==> src/design/assert_macros.svh <==
// Assertion macros used by the frame receiver top level.
`ifndef ASSERT_MACROS_SVH
`define ASSERT_MACROS_SVH

// Check that a condition implies another in the same cycle.
`define SCFR_ASSERT_IMPL(label, ante, cons) \
    label: assert property (@(posedge clk) disable iff (!rst_n) (ante) |-> (cons)) \
        else $error("frame receiver assertion failed");

// Check that a condition implies another in the following cycle.
`define SCFR_ASSERT_NEXT(label, ante, cons) \
    label: assert property (@(posedge clk) disable iff (!rst_n) (ante) |=> (cons)) \
        else $error("frame receiver assertion failed");

`endif

==> src/design/scfr_pkg.sv <==
// Package with shared constants and types of the SLIP checksum frame receiver.
`timescale 1ns / 1ps
`default_nettype none

package scfr_pkg;

    // Default payload capacity in bytes
    localparam int PAYLOAD_DEPTH_DEF = 256;

    // Result queue depth
    localparam int RQ_DEPTH = 3;

    // Line bytes
    localparam logic [7:0] BYTE_END      = 8'hC0;
    localparam logic [7:0] BYTE_PROTO    = 8'h01;
    localparam logic [7:0] BYTE_ESC      = 8'hDB;
    localparam logic [7:0] BYTE_ESC_END  = 8'hDC;
    localparam logic [7:0] BYTE_ESC_ESC  = 8'hDD;

    // Checksum seed: 0x5555 plus the protocol byte
    localparam logic [15:0] SUM_SEED = 16'h5555 + 16'(BYTE_PROTO);

    // Commands
    localparam logic [1:0] CMD_RECEIVE = 2'd0;
    localparam logic [1:0] CMD_READ    = 2'd1;
    localparam logic [1:0] CMD_RELEASE = 2'd2;

    // Result status codes
    localparam logic [2:0] ST_NONE  = 3'd0;
    localparam logic [2:0] ST_GOOD  = 3'd1;
    localparam logic [2:0] ST_CHECK = 3'd2;
    localparam logic [2:0] ST_OVER  = 3'd3;
    localparam logic [2:0] ST_DROP  = 3'd4;
    localparam logic [2:0] ST_ESC   = 3'd5;
    localparam logic [2:0] ST_INDEX = 3'd6;

    // Status flags of one result beat
    typedef struct packed {
        logic [2:0] status;
        logic       frame_ready;
    } res_flags_t;

    // Fill level of the result queue
    typedef struct packed {
        logic full;
        logic one_free;
    } rq_level_t;

endpackage

`default_nettype wire

==> src/design/slip_checksum_frame_receiver_top.sv <==
// Top level of the SLIP checksum frame receiver.
// The receiver takes one beat per clock cycle while in_stall is low: each
// beat needs one compare, one 16-bit add and one access to the payload
// store, whose registered read port sets the pipeline depth. A result is
// registered in the result stage alongside the read data and then waits
// in a three-entry result queue, so input stall is driven from registers
// only and rises when the queue and the read stage together hold three
// results. The payload store has no clearing pass and is usable right
// after reset; only entries written by the held frame can ever be read.
`timescale 1ns / 1ps
`default_nettype none

`include "assert_macros.svh"

module slip_checksum_frame_receiver_top #(
    parameter int   PAYLOAD_DEPTH = scfr_pkg::PAYLOAD_DEPTH_DEF,
    localparam int  LEN_W         = $clog2(PAYLOAD_DEPTH + 3)
) (
    input  wire logic              clk,
    input  wire logic              rst_n,
    input  wire logic              in_valid,
    output logic                   in_stall,
    input  wire logic [1:0]        command,
    input  wire logic [7:0]        rx_byte,
    input  wire logic [LEN_W-1:0]  read_index,
    output logic                   out_valid,
    input  wire logic              out_stall,
    output logic [2:0]             status,
    output logic                   frame_ready,
    output logic [LEN_W-1:0]       frame_length,
    output logic [7:0]             read_data
);

    localparam int DW = 3 + 1 + LEN_W + 8;

    logic                  accept;
    logic                  res_valid;
    scfr_pkg::res_flags_t  res_flags;
    logic [LEN_W-1:0]      res_length;
    logic [7:0]            res_data;
    scfr_pkg::rq_level_t   level;
    logic [DW-1:0]         head_data;
    logic                  pop;

    // Stall while the queue cannot take every result in flight
    assign in_stall = level.full || (level.one_free && res_valid);
    assign accept   = in_valid && !in_stall;
    assign pop      = out_valid && !out_stall;

    scfr_frame_engine #(
        .PAYLOAD_DEPTH (PAYLOAD_DEPTH),
        .LEN_W         (LEN_W)
    ) u_engine (
        .clk        (clk),
        .rst_n      (rst_n),
        .accept     (accept),
        .command    (command),
        .rx_byte    (rx_byte),
        .read_index (read_index),
        .res_valid  (res_valid),
        .res_flags  (res_flags),
        .res_length (res_length),
        .res_data   (res_data)
    );

    scfr_result_fifo #(
        .DW (DW)
    ) u_result_fifo (
        .clk        (clk),
        .rst_n      (rst_n),
        .push       (res_valid),
        .push_data  ({res_flags, res_length, res_data}),
        .pop        (pop),
        .head_valid (out_valid),
        .head_data  (head_data),
        .level      (level)
    );

    // Unpack the head beat
    assign status       = head_data[DW-1 -: 3];
    assign frame_ready  = head_data[DW-4];
    assign frame_length = head_data[LEN_W+7 -: LEN_W];
    assign read_data    = head_data[7:0];

    `SCFR_ASSERT_IMPL(a_queue_no_overrun, level.full, !res_valid)
    `SCFR_ASSERT_IMPL(a_good_means_held, out_valid && status == scfr_pkg::ST_GOOD, frame_ready)
    `SCFR_ASSERT_IMPL(a_length_only_held, out_valid && !frame_ready, frame_length == '0)
    `SCFR_ASSERT_IMPL(a_data_only_on_read, out_valid && read_data != 8'd0,
                      status == scfr_pkg::ST_NONE && frame_ready)
    `SCFR_ASSERT_NEXT(a_accept_gives_result, accept, res_valid)

endmodule

`default_nettype wire

==> src/design/scfr_frame_engine.sv <==
// Deframing state, checksum and payload store with its read port.
`timescale 1ns / 1ps
`default_nettype none

module scfr_frame_engine #(
    parameter int PAYLOAD_DEPTH = scfr_pkg::PAYLOAD_DEPTH_DEF,
    parameter int LEN_W         = $clog2(PAYLOAD_DEPTH + 3)
) (
    input  wire logic                 clk,
    input  wire logic                 rst_n,
    input  wire logic                 accept,
    input  wire logic [1:0]           command,
    input  wire logic [7:0]           rx_byte,
    input  wire logic [LEN_W-1:0]     read_index,
    output logic                      res_valid,
    output scfr_pkg::res_flags_t      res_flags,
    output logic [LEN_W-1:0]          res_length,
    output logic [7:0]                res_data
);

    localparam int STORE_DEPTH = PAYLOAD_DEPTH + 2;
    localparam int AW          = $clog2(STORE_DEPTH);

    // Receiver phases
    localparam logic [1:0] PH_HUNT  = 2'd0;
    localparam logic [1:0] PH_PROTO = 2'd1;
    localparam logic [1:0] PH_DATA  = 2'd2;
    localparam logic [1:0] PH_ESC   = 2'd3;

    logic [1:0]       phase_reg,    phase_next;
    logic [LEN_W-1:0] count_reg,    count_next;
    logic [15:0]      sum_reg,      sum_next;
    logic             held_reg,     held_next;
    logic [LEN_W-1:0] held_len_reg, held_len_next;
    logic [7:0]       last1_reg,    last1_next;
    logic [7:0]       last2_reg,    last2_next;

    logic             s1_valid_reg;
    logic [2:0]       s1_status_reg;
    logic             s1_ready_reg;
    logic [LEN_W-1:0] s1_len_reg;
    logic             s1_rd_ok_reg;
    logic [7:0]       rd_data_reg;

    logic [2:0]       status_c;
    logic             rd_ok_c;
    logic             wr_en;
    logic [7:0]       wr_data;
    logic [7:0]       store_b;
    logic             do_store;

    logic [7:0]       store_mem [STORE_DEPTH];

    // Work out the next state for the beat on the input
    always_comb
    begin
        phase_next    = phase_reg;
        count_next    = count_reg;
        sum_next      = sum_reg;
        held_next     = held_reg;
        held_len_next = held_len_reg;
        last1_next    = last1_reg;
        last2_next    = last2_reg;
        status_c      = scfr_pkg::ST_NONE;
        rd_ok_c       = 1'b0;
        do_store      = 1'b0;
        store_b       = rx_byte;
        wr_en         = 1'b0;

        unique case (command)
            scfr_pkg::CMD_RECEIVE:
            begin
                if (held_reg)
                begin
                    status_c = scfr_pkg::ST_DROP;
                end
                else
                begin
                    unique case (phase_reg)
                        PH_HUNT:
                        begin
                            if (rx_byte == scfr_pkg::BYTE_END)
                                phase_next = PH_PROTO;
                        end
                        PH_PROTO:
                        begin
                            if (rx_byte == scfr_pkg::BYTE_PROTO)
                            begin
                                count_next = '0;
                                sum_next   = scfr_pkg::SUM_SEED;
                                phase_next = PH_DATA;
                            end
                            else if (rx_byte != scfr_pkg::BYTE_END)
                            begin
                                phase_next = PH_HUNT;
                            end
                        end
                        PH_DATA:
                        begin
                            if (rx_byte == scfr_pkg::BYTE_END)
                            begin
                                // Close the frame and check the trailing sum bytes
                                if (count_reg < LEN_W'(2) ||
                                    last2_reg != sum_reg[7:0] ||
                                    last1_reg != sum_reg[15:8])
                                begin
                                    status_c   = scfr_pkg::ST_CHECK;
                                    phase_next = PH_PROTO;
                                end
                                else
                                begin
                                    status_c      = scfr_pkg::ST_GOOD;
                                    held_next     = 1'b1;
                                    held_len_next = count_reg - LEN_W'(2);
                                    phase_next    = PH_HUNT;
                                end
                            end
                            else if (rx_byte == scfr_pkg::BYTE_ESC)
                            begin
                                phase_next = PH_ESC;
                            end
                            else
                            begin
                                do_store = 1'b1;
                            end
                        end
                        PH_ESC:
                        begin
                            if (rx_byte == scfr_pkg::BYTE_ESC_END)
                            begin
                                do_store = 1'b1;
                                store_b  = scfr_pkg::BYTE_END;
                            end
                            else if (rx_byte == scfr_pkg::BYTE_ESC_ESC)
                            begin
                                do_store = 1'b1;
                                store_b  = scfr_pkg::BYTE_ESC;
                            end
                            else if (rx_byte == scfr_pkg::BYTE_END)
                            begin
                                status_c   = scfr_pkg::ST_ESC;
                                phase_next = PH_PROTO;
                            end
                            else
                            begin
                                status_c   = scfr_pkg::ST_ESC;
                                phase_next = PH_HUNT;
                            end
                        end
                        default:
                        begin
                            phase_next = PH_HUNT;
                        end
                    endcase
                end
            end
            scfr_pkg::CMD_READ:
            begin
                if (held_reg && read_index < held_len_reg)
                    rd_ok_c = 1'b1;
                else
                    status_c = scfr_pkg::ST_INDEX;
            end
            scfr_pkg::CMD_RELEASE:
            begin
                if (held_reg)
                begin
                    held_next     = 1'b0;
                    held_len_next = '0;
                    count_next    = '0;
                    phase_next    = PH_HUNT;
                end
            end
            default:
            begin
                status_c = scfr_pkg::ST_NONE;
            end
        endcase

        // Store a data byte, or drop the frame on overflow
        if (do_store)
        begin
            if (count_reg >= LEN_W'(STORE_DEPTH))
            begin
                status_c   = scfr_pkg::ST_OVER;
                count_next = '0;
                phase_next = PH_HUNT;
            end
            else
            begin
                wr_en      = 1'b1;
                count_next = count_reg + LEN_W'(1);
                if (count_reg >= LEN_W'(2))
                    sum_next = sum_reg + 16'(last2_reg);
                last2_next = last1_reg;
                last1_next = store_b;
                phase_next = PH_DATA;
            end
        end
    end

    assign wr_data = store_b;

    // Hold receiver control state
    always_ff @(posedge clk or negedge rst_n)
    begin
        if (!rst_n)
        begin
            phase_reg    <= PH_HUNT;
            count_reg    <= '0;
            sum_reg      <= '0;
            held_reg     <= 1'b0;
            held_len_reg <= '0;
        end
        else if (accept)
        begin
            phase_reg    <= phase_next;
            count_reg    <= count_next;
            sum_reg      <= sum_next;
            held_reg     <= held_next;
            held_len_reg <= held_len_next;
        end
    end

    // Track the two most recent stored bytes for the trailing sum check
    always_ff @(posedge clk)
    begin
        if (accept)
        begin
            last1_reg <= last1_next;
            last2_reg <= last2_next;
        end
    end

    // Payload store: one write and one registered read per cycle, on accepted beats only
    always_ff @(posedge clk)
    begin
        if (accept && wr_en)
            store_mem[count_reg[AW-1:0]] <= wr_data;
        if (accept && command == scfr_pkg::CMD_READ)
            rd_data_reg <= store_mem[read_index[AW-1:0]];
    end

    // Result stage, aligned with the read data
    always_ff @(posedge clk or negedge rst_n)
    begin
        if (!rst_n)
            s1_valid_reg <= 1'b0;
        else
            s1_valid_reg <= accept;
    end

    always_ff @(posedge clk)
    begin
        if (accept)
        begin
            s1_status_reg <= status_c;
            s1_ready_reg  <= held_next;
            s1_len_reg    <= held_next ? held_len_next : '0;
            s1_rd_ok_reg  <= rd_ok_c;
        end
    end

    assign res_valid             = s1_valid_reg;
    assign res_flags.status      = s1_status_reg;
    assign res_flags.frame_ready = s1_ready_reg;
    assign res_length            = s1_len_reg;
    assign res_data              = s1_rd_ok_reg ? rd_data_reg : 8'd0;

endmodule

`default_nettype wire

==> src/design/scfr_result_fifo.sv <==
// Small result queue that parts the output side from the input side.
`timescale 1ns / 1ps
`default_nettype none

module scfr_result_fifo #(
    parameter int DW = 8
) (
    input  wire logic              clk,
    input  wire logic              rst_n,
    input  wire logic              push,
    input  wire logic [DW-1:0]     push_data,
    input  wire logic              pop,
    output logic                   head_valid,
    output logic [DW-1:0]          head_data,
    output scfr_pkg::rq_level_t    level
);

    localparam int PW = $clog2(scfr_pkg::RQ_DEPTH);
    localparam int CW = $clog2(scfr_pkg::RQ_DEPTH + 1);

    logic [DW-1:0] entry_reg [scfr_pkg::RQ_DEPTH];
    logic [PW-1:0] wr_ptr_reg, wr_ptr_next;
    logic [PW-1:0] rd_ptr_reg, rd_ptr_next;
    logic [CW-1:0] count_reg,  count_next;

    // Advance pointers with wrap
    always_comb
    begin
        wr_ptr_next = wr_ptr_reg;
        rd_ptr_next = rd_ptr_reg;
        count_next  = count_reg;
        if (push)
            wr_ptr_next = (wr_ptr_reg == PW'(scfr_pkg::RQ_DEPTH - 1)) ? '0
                                                                      : wr_ptr_reg + PW'(1);
        if (pop)
            rd_ptr_next = (rd_ptr_reg == PW'(scfr_pkg::RQ_DEPTH - 1)) ? '0
                                                                      : rd_ptr_reg + PW'(1);
        if (push && !pop)
            count_next = count_reg + CW'(1);
        else if (pop && !push)
            count_next = count_reg - CW'(1);
    end

    always_ff @(posedge clk or negedge rst_n)
    begin
        if (!rst_n)
        begin
            wr_ptr_reg <= '0;
            rd_ptr_reg <= '0;
            count_reg  <= '0;
        end
        else
        begin
            wr_ptr_reg <= wr_ptr_next;
            rd_ptr_reg <= rd_ptr_next;
            count_reg  <= count_next;
        end
    end

    // Hold the queued beats
    always_ff @(posedge clk)
    begin
        if (push)
            entry_reg[wr_ptr_reg] <= push_data;
    end

    assign head_valid     = (count_reg != '0);
    assign head_data      = entry_reg[rd_ptr_reg];
    assign level.full     = (count_reg == CW'(scfr_pkg::RQ_DEPTH));
    assign level.one_free = (count_reg == CW'(scfr_pkg::RQ_DEPTH - 1));

endmodule

`default_nettype wire
==> config.mk <==
export PLATFORM = sky130hd
export DESIGN_NAME = slip_checksum_frame_receiver_top
export DESIGN_NICKNAME = d
export VERILOG_FILES = /design/src/design/scfr_pkg.sv /design/src/design/slip_checksum_frame_receiver_top.sv /design/src/design/scfr_frame_engine.sv /design/src/design/scfr_result_fifo.sv
export VERILOG_INCLUDE_DIRS = /design/src /design/src/design
export SDC_FILE = /design/constraint.sdc
export NUM_CORES = 2
export LEC_CHECK = 0
export BUFFER_PORTS_ARGS = -buffer_cell sky130_fd_sc_hd__clkbuf_2
export CORE_ASPECT_RATIO = 1.2
export CORE_MARGIN = 2
export CORE_UTILIZATION = 46
export CTS_BUF_LIST = sky130_fd_sc_hd__clkbuf_8
export DETAILED_ROUTE_END_ITERATION = 12
export GPL_TIMING_DRIVEN = 0
export HOLD_SLACK_MARGIN = 0.1
export SETUP_SLACK_MARGIN = 0.02
export SYNTH_ARGS = -nofsm -noshare
export SYNTH_HDL_FRONTEND = slang
export SYNTH_SLANG_ARGS = --single-unit
==> constraint.sdc <==
create_clock -name clk -period 12.9 [get_ports clk]
set_input_delay 1.935 -clock clk [delete_from_list [all_inputs] [get_ports clk]]
set_output_delay 1.935 -clock clk [all_outputs]
set_load 0.05 [all_outputs]
---- Yosys cells after proc, flatten, opt, wreduce, memory -nomap -nowiden ----
Memories as Yosys holds them, arrays and structs flattened. A register that Yosys moved wholly into a read port is not among the register bits.
Cells that the tools add are included.
cells by class
  add/subtract/negate cells ............... 7
  $lt $le $gt $ge ......................... 4
  equality and inequality tests ........... 26
  multiplexer cells ....................... 74
  bitwise logic cells ..................... 1
  reductions and logical operators ........ 23
operators with widths
  kind                   number
  $mux W16               7
  $mux W9                11
  $mux W8                6
  $pmux W9 S2            2
  $eq A8 B8 Y1 const B   4
  $mux W2                16
  $mux W3                7
  $mux W1                19
  $add A16 B8 Y16        1
  $ne A8 B8 Y1           2
  $eq A2 B2 Y1 const B   7
  $pmux W3 S2            2
  $ne A5 B2 Y1 const B   2
  $add A9 B1 Y9 const B  1
  $ge A9 B2 Y1 const B   1
  $ge A9 B9 Y1 const B   1
  $lt A9 B2 Y1 const B   1
  $lt A9 B9 Y1           1
  $reduce_and A9 Y1      1
  $sub A9 B2 Y9 const B  1
  $eq A8 B1 Y1 const B   1
  $logic_and A1 B1 Y1    8
  $ne A4 B3 Y1 const B   2
  $ne A8 B8 Y1 const B   1
  other kinds (18)       30
storage, ports and cells
  register bits ........................... 74
  memory bits (writable) .................. 2,127
  output and inout port bits .............. 23
  word-level logic and storage cells ...... 152
  memories kept ........................... 2
memories
  name                     words  width  rd ports  clocked after memory_dff  write ports  line                     RTL
  u_engine.store_mem       258    8      1         1                         1            scfr_frame_engine.sv:52  logic [7:0] store_mem [STORE_DEPTH];
  u_result_fifo.entry_reg  3      21     1         0                         1            scfr_result_fifo.sv:21   logic [DW-1:0] entry_reg [scfr_pkg::RQ_DEPTH];

---- Logic depth before layout (Yosys ltp) ----
  word-level depth ........................ 10
  mapped depth ............................ 13
  mapped depth without buffers ............ 10

---- Modules after synthesis ----
From an unflattened synthesis, not the netlist that was laid out.
unflattened totals
  cell total of the unflattened synthesis .. 4,273
  area total of the unflattened synthesis .. 86,215.2 um^2
by module, submodules not included
  module                            instances  cells each  area an instance (um^2)
  scfr_frame_engine                 1          4,108       83,542.6
  scfr_result_fifo                  1          161         2,648.8
  slip_checksum_frame_receiver_top  1          4           23.8

---- Least setup slack after synthesis ----
No wires, ideal clock.
  kind .................................... input to register
  start point ............................. in command[0]
  end point ............................... reg u_engine.last1_reg[2], data pin
  library setup time ...................... 1,746 ps
  data arrival time ....................... 10,470 ps
  slack ................................... 685 ps
  cell stages on the path ................. 5
  buffers on the path ..................... 2
  path through ............................ clkbuf_1 -> inv_1 -> and3_1 -> clkbuf_1 -> a31oi_1
on the way
  longest elaborated chain between the ends .. 2
ends and longest elaborated chain
  item                     line                                    RTL
  from (decl)              slip_checksum_frame_receiver_top.sv:23  input wire logic [1:0] command,
  $logic_not A2 Y1         scfr_frame_engine.sv:70                 unique case (command)
  $mux W8                  scfr_frame_engine.sv:70
  net u_engine.store_b[2]  scfr_frame_engine.sv:49                 logic [7:0] store_b;
  to (signal assigned)     scfr_frame_engine.sv:230                last1_reg <= last1_next;
  to (decl)                scfr_frame_engine.sv:35                 logic [7:0] last1_reg, last1_next;
The timed path passes the listed nets, and every way through them passes these cells.
A chain may end at the register's enable or synchronous reset.

==> metrics.txt <==
met3 WL 21100 µm; FILL cells 14.9k; final slew viol count 38; max-cap violations 5; syn_nets 4364; DIE AREA 191000 µm²; hold buffers post-CTS 0; setup ws final 5.59 ns; Post-Syn Area 86400 µm²; Clock Tree Buf Depth 4; initial antenna violation count 18; Top delay family on crit path buffers and inverters; H-tree depth 5; layout cell share with drive strength beyond 1 21.9%; routed wire length 256000 µm; remaining global-route overflow 0; Synth cell types 64; Worst-path clk slew 0.06 ns; Clk Latency, worst-skew pair ~1.1 ns; CP required between 10 and 15 ns; CP Launch Type input port; Tmin final roughly 7.3 ns; Static Leakage 30.9 nW; row count 174; Peak Freq 137 MHz; Hold Path Sink u_engine.last2_reg[7]$_DFFE_PP_; most used cell, CP buf_4; setup bufs post-CTS 0; CP max FO 10; Worst EP arrival between 8 and 9 ns; clock skew between 0.09 and 0.1 ns; leading area contributor after synthesis edfxtp_1; Top Metal Used met5; Overall Power 0.0146 W; Reg2Reg Depth 11; Post-synth ARST share 1.99%; core box area 187000 µm²; Hold Crit Class reg -> reg; WL per Instance 34.3 µm; DR DRC count 0; HPWL Detailed 176000 µm; total track usage between 20% and 30%; routed vias/inst 6.19; vias in the first global route between 40k and 50k; post-synth top area share between 70% and 80%; failing checks capacitance limit, slew limit; r2r endpoint u_engine.store_mem[123][0]$_DFFE_PP_; met2 WL 126000 µm; crit-path cells clkbuf_2 -> buf_4 -> buf_4 -> buf_4 -> buf_4 -> clkbuf_1 -> clkbuf_1 -> mux4_2 -> a22oi_1 -> a21oi_1 -> nand4_1 -> a31oi_1; Worst VDD drop 0.115 mV; pre-CTS setup slack between 4 and 5 ns; worst slew pin tran roughly 1.6 ns; slowest CP cell clkbuf_1; outcome complete, but fails checks; most common flop cell mapped by yosys edfxtp_1; largest net degree at the start of global routing 103; Antenna Nets Post-Route 0; slowest stage delay, CP 1.13 ns; number of synthesized flops with an enable pin around 2.2k; reg2reg start u_engine.count_reg[2]$_DFFE_PN0P_; Placed Area 90900 µm²; R2R Setup Slk 7.29 ns; yosys warns 0; Tcrit/Tclk final 56.7%; I/O pins 46; CTS resizes 0; pwr dens 150 nW/µm²; commonest cells after routing, fill and taps aside 2165 x edfxtp_1, 457 x mux4_2, 359 x clkbuf_8; Final Hold Viols 0; first-pass GRT wire length 354000 µm; clk sinks between 2k and 2.5k; CTS tree done; critical path capture point type register; Starting Density a little under half; sequential-to-total area share from yosys stat about three quarters; initial DRC count 6283; Routability Congestion 0.921; Avg Cell Area, Syn 20.0 µm²; Yosys reg bits between 2k and 2.5k; endpoints failing setup 0; synth top area cells edfxtp_1 75%, mux4_2 12%, mux2i_1 1.9%; RSZ-0062 raised after global routing no; worst hold start u_engine.last1_reg[7]$_DFFE_PP_; max reg flops slightly above 2k; Vias about 46k; Max-slew headroom -5.27%; number of buffers created by CTS 351; Root Buffer clkbuf_8; nets 4808; CP bufs+invs 7; Area Overhead vs Synth 12.2%; hold-critical path depth 0; most common cell after layout, fill and taps aside edfxtp_1; IO Port Bufs 43; chip width 400 µm; Mapped Cells 4316; setup TNS 0 ns; WS Path Type in -> reg; WL met1 95400 µm; fin area 97000 µm²; DR pass1 iterations 6; DIE HEIGHT between 400 and 500 µm
-- synth_stat cells (16+ instances only) --
master,number
clkbuf_1,134
o21ai_0,60
mux4_2,457
buf_4,44
nand2_1,142
nand3_1,60
ha_1,24
xnor2_1,16
mux2i_1,163
inv_1,25
nor3_1,18
or4_1,18
a211oi_1,59
a22oi_1,69
a22o_1,30
nor2_1,313
nand4_1,19
a21oi_1,75
a31oi_1,19
buf_1,19
buf_2,56
o221ai_1,56
nor2b_1,34
dfrtp_1,44
o22ai_1,42
edfxtp_1,2165
-- worst reg2reg max path, cell delays in order (launching register included) --
cell and delay (ns):
dfrtp_1 0.40, clkbuf_1 0.25, inv_1 0.19, ha_1 0.22, or4b_1 0.43, buf_2 0.17
o41ai_1 0.72, nand3_2 0.40, nor2_4 0.36, nand3_1 0.54, buf_2 0.54, nor2_1 1.01
-- through the flow --
step                std cells  hold slack, ns  utilization (%)
floorplan                4316           0.440                -
global placement         6823           0.460             48.0
detailed placement       6870           0.464             48.6
CTS                      7469           0.479             51.8
global route             7472           0.497             51.8
finish                   7476           0.482             51.9
-- power breakdown --
group          total [W]  switching (W)  internal, W
combinational    0.00116       0.000826     0.000338
sequential       0.00800      0.0000398      0.00796
clock            0.00540        0.00271      0.00269
total             0.0146        0.00358       0.0110
-- logic make-up after synthesis --
family,after synthesis,synth area share [%]
flops,2209,76.5
simple gates,682,3.70
mux,624,13.9
compound gates,467,3.75
buf+inv,284,1.56
xor+xnor,25,0.253
fa+ha+maj,25,0.371
-- final cells by class --
cell class / count / area (µm²) / area share (%)
tap: 2464 / 3080 / 3.18
clock buffer: 359 / 4940 / 5.10
sequential: 2209 / 66100 / 68.2
buffer: 259 / 1270 / 1.31
clock inverter: 240 / 1130 / 1.17
inverter: 25 / 93.8 / 0.0968
timing repair buffer: 91 / 1300 / 1.34
multi-input combinational: 1823 / 19000 / 19.6
antenna: 6 / 15.0 / 0.0155
-- per-layer routing --
layer	GRT usage [%]	vias to the layer above
li1	-	18732
met1	34.1	24522
met2	43.9	2498
met3	5.57	520
met4	12.7	6
met5	0	-
-- worst max path at each step --
stage,start,end,cells after the start
6_report,read_index[1],u_engine.rd_data_reg[6]$_DFFE_PP_,12
3_3_place_gp,command[0],u_engine.store_mem[136][2]$_DFFE_PP_,5
4_1_cts,read_index[1],u_engine.rd_data_reg[6]$_DFFE_PP_,12
2_1_floorplan,command[0],u_engine.last1_reg[2]$_DFFE_PP_,5
3_5_place_dp,read_index[1],u_engine.rd_data_reg[6]$_DFFE_PP_,12
5_1_grt,read_index[1],u_engine.rd_data_reg[6]$_DFFE_PP_,12
Power figures use the tool's default switching activity.
